[src/design/wfrc_pkg.sv]
package wfrc_pkg;

    localparam int unsigned NUM_RULES_DEF = 16;
    localparam int unsigned SLOT_W = 4;
    localparam int unsigned SLOT_RANGE = 1 << SLOT_W;
    localparam int unsigned MAC_W = 48;
    localparam int unsigned IP_W = 32;
    localparam int unsigned PORT_W = 16;

    typedef enum logic {
        CMD_WRITE  = 1'b0,
        CMD_LOOKUP = 1'b1
    } cmd_t;

    typedef struct packed {
        logic [MAC_W-1:0]  src_mac;
        logic [MAC_W-1:0]  dst_mac;
        logic [IP_W-1:0]   src_ip;
        logic [IP_W-1:0]   dst_ip;
        logic [PORT_W-1:0] src_port;
        logic [PORT_W-1:0] dst_port;
    } flow_t;

    typedef struct packed {
        logic [MAC_W-1:0]  mac;
        logic [IP_W-1:0]   ip;
        logic [PORT_W-1:0] port;
    } action_t;

    typedef struct packed {
        logic              en;
        logic [SLOT_W-1:0] slot;
        logic              valid;
        flow_t             keys;
        action_t           act;
    } rule_wr_t;

    typedef struct packed {
        logic              done;
        logic              hit;
        logic [SLOT_W-1:0] slot;
        action_t           act;
    } scan_res_t;

    function automatic logic key_ok(input flow_t key, input flow_t val);
        logic ok;
        ok = ((key.src_mac == '0) || (key.src_mac == val.src_mac))
            && ((key.dst_mac == '0) || (key.dst_mac == val.dst_mac))
            && ((key.src_ip == '0) || (key.src_ip == val.src_ip))
            && ((key.dst_ip == '0) || (key.dst_ip == val.dst_ip))
            && ((key.src_port == '0) || (key.src_port == val.src_port))
            && ((key.dst_port == '0) || (key.dst_port == val.dst_port));
        return ok;
    endfunction

endpackage

[src/design/wfrc_cell.sv]
module wfrc_cell
    import wfrc_pkg::*;
#(
    parameter int unsigned CELL_IDX = 0
)
(
    input  logic      clk,
    input  logic      rst_n,
    input  rule_wr_t  wr,
    input  logic      in_valid,
    input  flow_t     in_flow,
    input  scan_res_t in_res,
    output logic      out_valid,
    output flow_t     out_flow,
    output scan_res_t out_res
);

    logic      entry_valid_reg;
    flow_t     key_reg;
    action_t   act_reg;
    logic      tok_valid_reg;
    flow_t     flow_reg;
    scan_res_t res_reg;
    scan_res_t res_next;
    logic      wr_here;

    assign wr_here = wr.en && (CELL_IDX < SLOT_RANGE) && (wr.slot == SLOT_W'(CELL_IDX));

    always_comb
    begin
        res_next = in_res;
        if (!in_res.done)
        begin
            if (!entry_valid_reg)
            begin
                res_next.done = 1'b1;
            end
            else if (key_ok(key_reg, in_flow))
            begin
                res_next.done = 1'b1;
                res_next.hit  = 1'b1;
                res_next.slot = SLOT_W'(CELL_IDX);
                res_next.act  = act_reg;
            end
        end
    end

    always_ff @(posedge clk or negedge rst_n)
    begin
        if (!rst_n)
        begin
            entry_valid_reg <= 1'b0;
            tok_valid_reg   <= 1'b0;
        end
        else
        begin
            tok_valid_reg <= in_valid;
            if (wr_here)
            begin
                entry_valid_reg <= wr.valid;
            end
        end
    end

    always_ff @(posedge clk)
    begin
        if (wr_here)
        begin
            key_reg <= wr.keys;
            act_reg <= wr.act;
        end
        flow_reg <= in_flow;
        res_reg  <= res_next;
    end

    assign out_valid = tok_valid_reg;
    assign out_flow  = flow_reg;
    assign out_res   = res_reg;

endmodule

[config.mk]
export PLATFORM = sky130hd
export DESIGN_NAME = wfrc_cell
export DESIGN_NICKNAME = d
export VERILOG_FILES = /design/src/design/wfrc_pkg.sv /design/src/design/wfrc_cell.sv
export SDC_FILE = /design/constraint.sdc
export NUM_CORES = 1
export LEC_CHECK = 0
export BUFFER_PORTS_ARGS = -buffer_cell sky130_fd_sc_hd__buf_2
export CAP_MARGIN = 10
export CELL_PAD_IN_SITES_DETAIL_PLACEMENT = 1
export CELL_PAD_IN_SITES_GLOBAL_PLACEMENT = 1
export CORE_AREA = 4 4 340 342
export DETAILED_ROUTE_END_ITERATION = 10
export DIE_AREA = 0 0 344 346
export PLACE_DENSITY_LB_ADDON = 0.1
export SETUP_SLACK_MARGIN = 0.15
export SYNTH_ARGS = -nofsm -noshare
export SYNTH_HDL_FRONTEND = slang
export SYNTH_SLANG_ARGS = --single-unit
[constraint.sdc]
create_clock -name clk -period 5.45 [get_ports clk]
set_input_delay 0.545 -clock clk [delete_from_list [all_inputs] [get_ports clk]]
set_output_delay 0.545 -clock clk [all_outputs]
set_load 0.01 [all_outputs]
## Word level (Yosys, flattened, before mapping)

Index checks and enable logic that the tools add are counted.

| word-level totals | value |
|---|---|
| flip-flop bits (word level) | 584 |
| input bits | 591 |
| output and inout port bits | 295 |
| logic and storage cells | 53 |

| operators by class | value |
|---|---|
| eq/ne operators | 6 |
| muxes and demuxes | 3 |
| bitwise logic cells | 1 |
| reductions and logical operators | 20 |

Operators with widths:

| kind | number |
|---|---|
| 101-bit 2-to-1 mux | 2 |
| 102-bit 2-to-1 mux | 1 |
| 48-bit == test | 2 |
| 48-bit zero test | 2 |
| 32-bit == test | 2 |
| 32-bit zero test | 2 |
| 16-bit == test | 2 |
| 16-bit zero test | 2 |
| 1-bit logical AND | 6 |
| 1-bit logical OR | 6 |
| 4-bit zero test | 1 |
| 2-bit OR reduction | 1 |
| 1-bit NOT | 1 |

## Longest topological paths before layout

| depth | value |
|---|---|
| word-level depth | 10 |
| gate-level depth with buffers | 9 |
| mapped depth without buffers | 7 |

## Worst setup path after synthesis

OpenSTA, ideal clock, no wires.

| timing | value |
|---|---|
| path type | input to register |
| start | input wr[290] (netlist name) |
| end | register entry_valid_reg |
| library setup time | 0.100 ns |
| arrival time | 8.376 ns |
| required time | 5.350 ns |
| setup slack | -3.026 ns |
| cell stages on the path | 3 |
| path buffers | 0 |
| cells stage by stage | nor4_1 -> and2_1 -> mux2_2 |

| between the ends | value |
|---|---|
| longest elaborated chain between the ends | 2 |

RTL lines:

| element | RTL line | text |
|---|---|---|
| start, declared | wfrc_cell.sv:9 | `input rule_wr_t wr,` |
| 4-bit zero test | wfrc_cell.sv:27 | `assign wr_here = wr.en && (CELL_IDX < SLOT_RANGE) && (wr.slot == SLOT_W'(CELL_IDX));` |
| 1-bit logical AND | wfrc_cell.sv:27 |  |
| named net wr_here | wfrc_cell.sv:25 | `logic wr_here;` |
| end signal, assigned | wfrc_cell.sv:60 | `entry_valid_reg <= wr.valid;` |
| end, declared | wfrc_cell.sv:18 | `logic entry_valid_reg;` |

The timed path passes the listed nets, and every way through them passes these cells.
A chain may end at the register's enable or synchronous reset.

==> impl_metrics.csv <==
group,metric,value,unit
final_layout,nets,2689,
setup_path,critPathCaptureType,"flop",
setup_path,required,5.94,ns
sta,fin_ws,1.431,ns
placed_design,hpwlAfterDp,69150,um
sta,finalSetupViolations,0,
routing,vias,13013,
cts,htreeDepth,3,
floorplan,io_pins,886,
final_layout,layout_commonest_cell,"buf_2",
routing,viasPerCell,3.527,
setup_path,worstPathCellList,"dlygate4sd3_1, buf_2, xnor2_1, nand4_1, nor4_1, a31oi_1, or4_4, buf_4, mux2_1",
routing,routedWlPerCell,22.69,um
routing,wl,83730,um
synth,yosysSeqAreaShare,78.42,%
global_routing,grt_max_degree,71,
synth,synthDistinctLibCells,21,
floorplan,die_w,344,um
synth,synth_area,0.01860,mm2
sta,rsz0062_at_grt,"no",
placed_design,place_congestion,0.7334,
sta,skew,0.02639,ns
synth,synth_fp_nets,1614,
sta,timing.fmax,248.8,MHz
synth,synth_top_cell_by_area,"edfxtp_1",
setup_path,cp_top_family,"simple AND/OR/NAND/NOR gates",
synth,ys_top_cells_by_area,"edfxtp_1 (47%), dfxtp_1 (32%), mux2_4 (5.7%), xnor2_1 (4.5%), xor2_1 (4.5%)",
cts,clk_latency,0.63,ns
setup_path,critical-path-max-stage-delay,0.71,ns
cts,cts_tree,"yes",
setup_path,crit_type,"input port to flop",
placed_design,port-buffer-count,885,
floorplan,start_util,16.55,%
routing,first_pass_iters,4,
final_layout,final_layout_size_suffix_gt1_share,51.44,%
pwr,cellPowerDensity,365.6,mW/mm2
final_layout,final_cell_mix,"buf_2 (886), dfxtp_1 (294), edfxtp_1 (288), dlygate4sd3_1 (113)",
synth,ys_ff_latch,584,
floorplan,die_area,0.1190,mm2
cts,cts.reportedPaths.clkPinSlew,0.05,ns
global_routing,grt_use_total,13.53,%
final_layout,synthToLayoutAreaGrowth,53.86,%
cts,cts-resized-gates,0,
setup_path,crit_buf_inv,3,
placed_design,dp.cells,3408,
outcome,status,"finished, final reports clean",
global_routing,antenna_found_initial,67,
sta,tightest_slew,1.156,ns
sta,layout_min_cycle_time,4.019,ns
setup_path,worstSetupStartpointType,"input port",
routing,drtAntennaViolNets,0,
pwr,leakage,0.01184,uW
synth,synth.avg_cell_area,18.18,um2
floorplan,die_h,346,um
sta,fin_setup_tns,0,ns
setup_path,crit_arrival,4.51,ns
sta,min_period_over_period,73.74,%
floorplan,coreArea,0.1123,mm2
final_layout,utilization,25.47,%
routing,drtIter0Drc,357,
synth,synth_top_area_share,46.50,%
cts,clock-sinks,584,
floorplan,rows,123,
setup_path,critPathSlowestCell,"nor4_1",
global_routing,grt_pass1_wl,112600,um
synth,syn_inst,1023,
synth,yosysWarnings,0,
pwr,power.total,10460,uW
pwr,ir_drop,0.2459,mV
global_routing,grt_pass1_vias,14757,
cts,cts_buffers,75,
sta,max_slew_margin,22.19,%
routing,drcViolationCount,0,
cts,cts_root_buf,"clkbuf_16",
final_layout,fin_cells,3690,
worst_hold_path,hold_class,"input port to flop",
sta,hold_viol,0,
setup_path,crit_fanout,50,
cts,cts_buffer_depth,3,
sta,slew_violations,0,
global_routing,grt_remaining_overflow,0,
flow_run,cap_violations,0,
placed_design,post-place-ws,1.349,ns
cells by family after synthesis:
logic type | after synthesis | synth area share (%)
flops | 584 | 78.42
buf+inv | 11 | 0.5988
xor+xnor | 192 | 9.042
simple gates | 134 | 4.481
compound gates | 5 | 0.1749
mux | 97 | 7.286
layout make-up:
cell class	count	area, um2
fill	12460	83730
clock buffer	116	2328
timing repair buffer	1009	5678
antenna	30	75.07
clock inverter	23	161.4
multi-input combinational	428	3911
sequential	584	14580
tap	1500	1877
power breakdown:
| group | switching, uW | internal (uW) |
|---|---|---|
| clock network | 1960 | 2950 |
| logic | 340 | 378 |
| registers | 58.0 | 4770 |
layer usage:
metal	track usage, %	wire length (um)	up-vias
met2	24.00	41700	639
met4	3.579	1932	44
met5	0	283	-
met3	5.625	8454	180
met1	14.85	31360	6147
li1	-	-	6003
repair_timing:
item | CTS | global route
buffers inserted | 0 | 0
endpoints found under the setup margin | 0 | 0
hold buffers | 113 | 0
hold endpoints to repair | 114 | 0
Yosys cell counts (all sizes together):
master  count
a22oi       1
a31oi       2
and2        5
buf        11
dfrtp       2
dfxtp     294
edfxtp    288
mux2       97
nand2       3
nand2b      1
nand4      42
nor2b       1
nor3        2
nor4       79
o22ai       2
or4         1
xnor2      96
xor2       96
metrics by stage:
| step | hold slack, ns | instance area (um2) |
|---|---|---|
| 2_1_floorplan | 0.2494 | 18600 |
| 3_3_place_gp | 0.3372 | 24910 |
| 3_5_place_dp | 0.3366 | 24920 |
| 4_1_cts | 0.0002741 | 28540 |
| 5_1_grt | 0.02416 | 28560 |
| 6_report | 0.07357 | 28610 |
path summary, 6_finish.rpt:
kind / startpoint / slack [ns] / depth (start not counted) / to
min in group asynchronous: rst_n / 0.26 / 2 / out_valid
worst max register to register: key_reg[78] / 1.48 / 8 / out_res[94]
worst max-delay path: in_flow[119] / 1.43 / 9 / out_res[94]
max in group asynchronous: rst_n / 5.09 / 2 / entry_valid_reg
worst min register to register: act_reg[65] / 0.45 / 1 / out_res[65]
worst min-delay path: in_flow[35] / 0.07 / 1 / out_flow[35]
No activity file was read; power rests on OpenSTA's default activity.
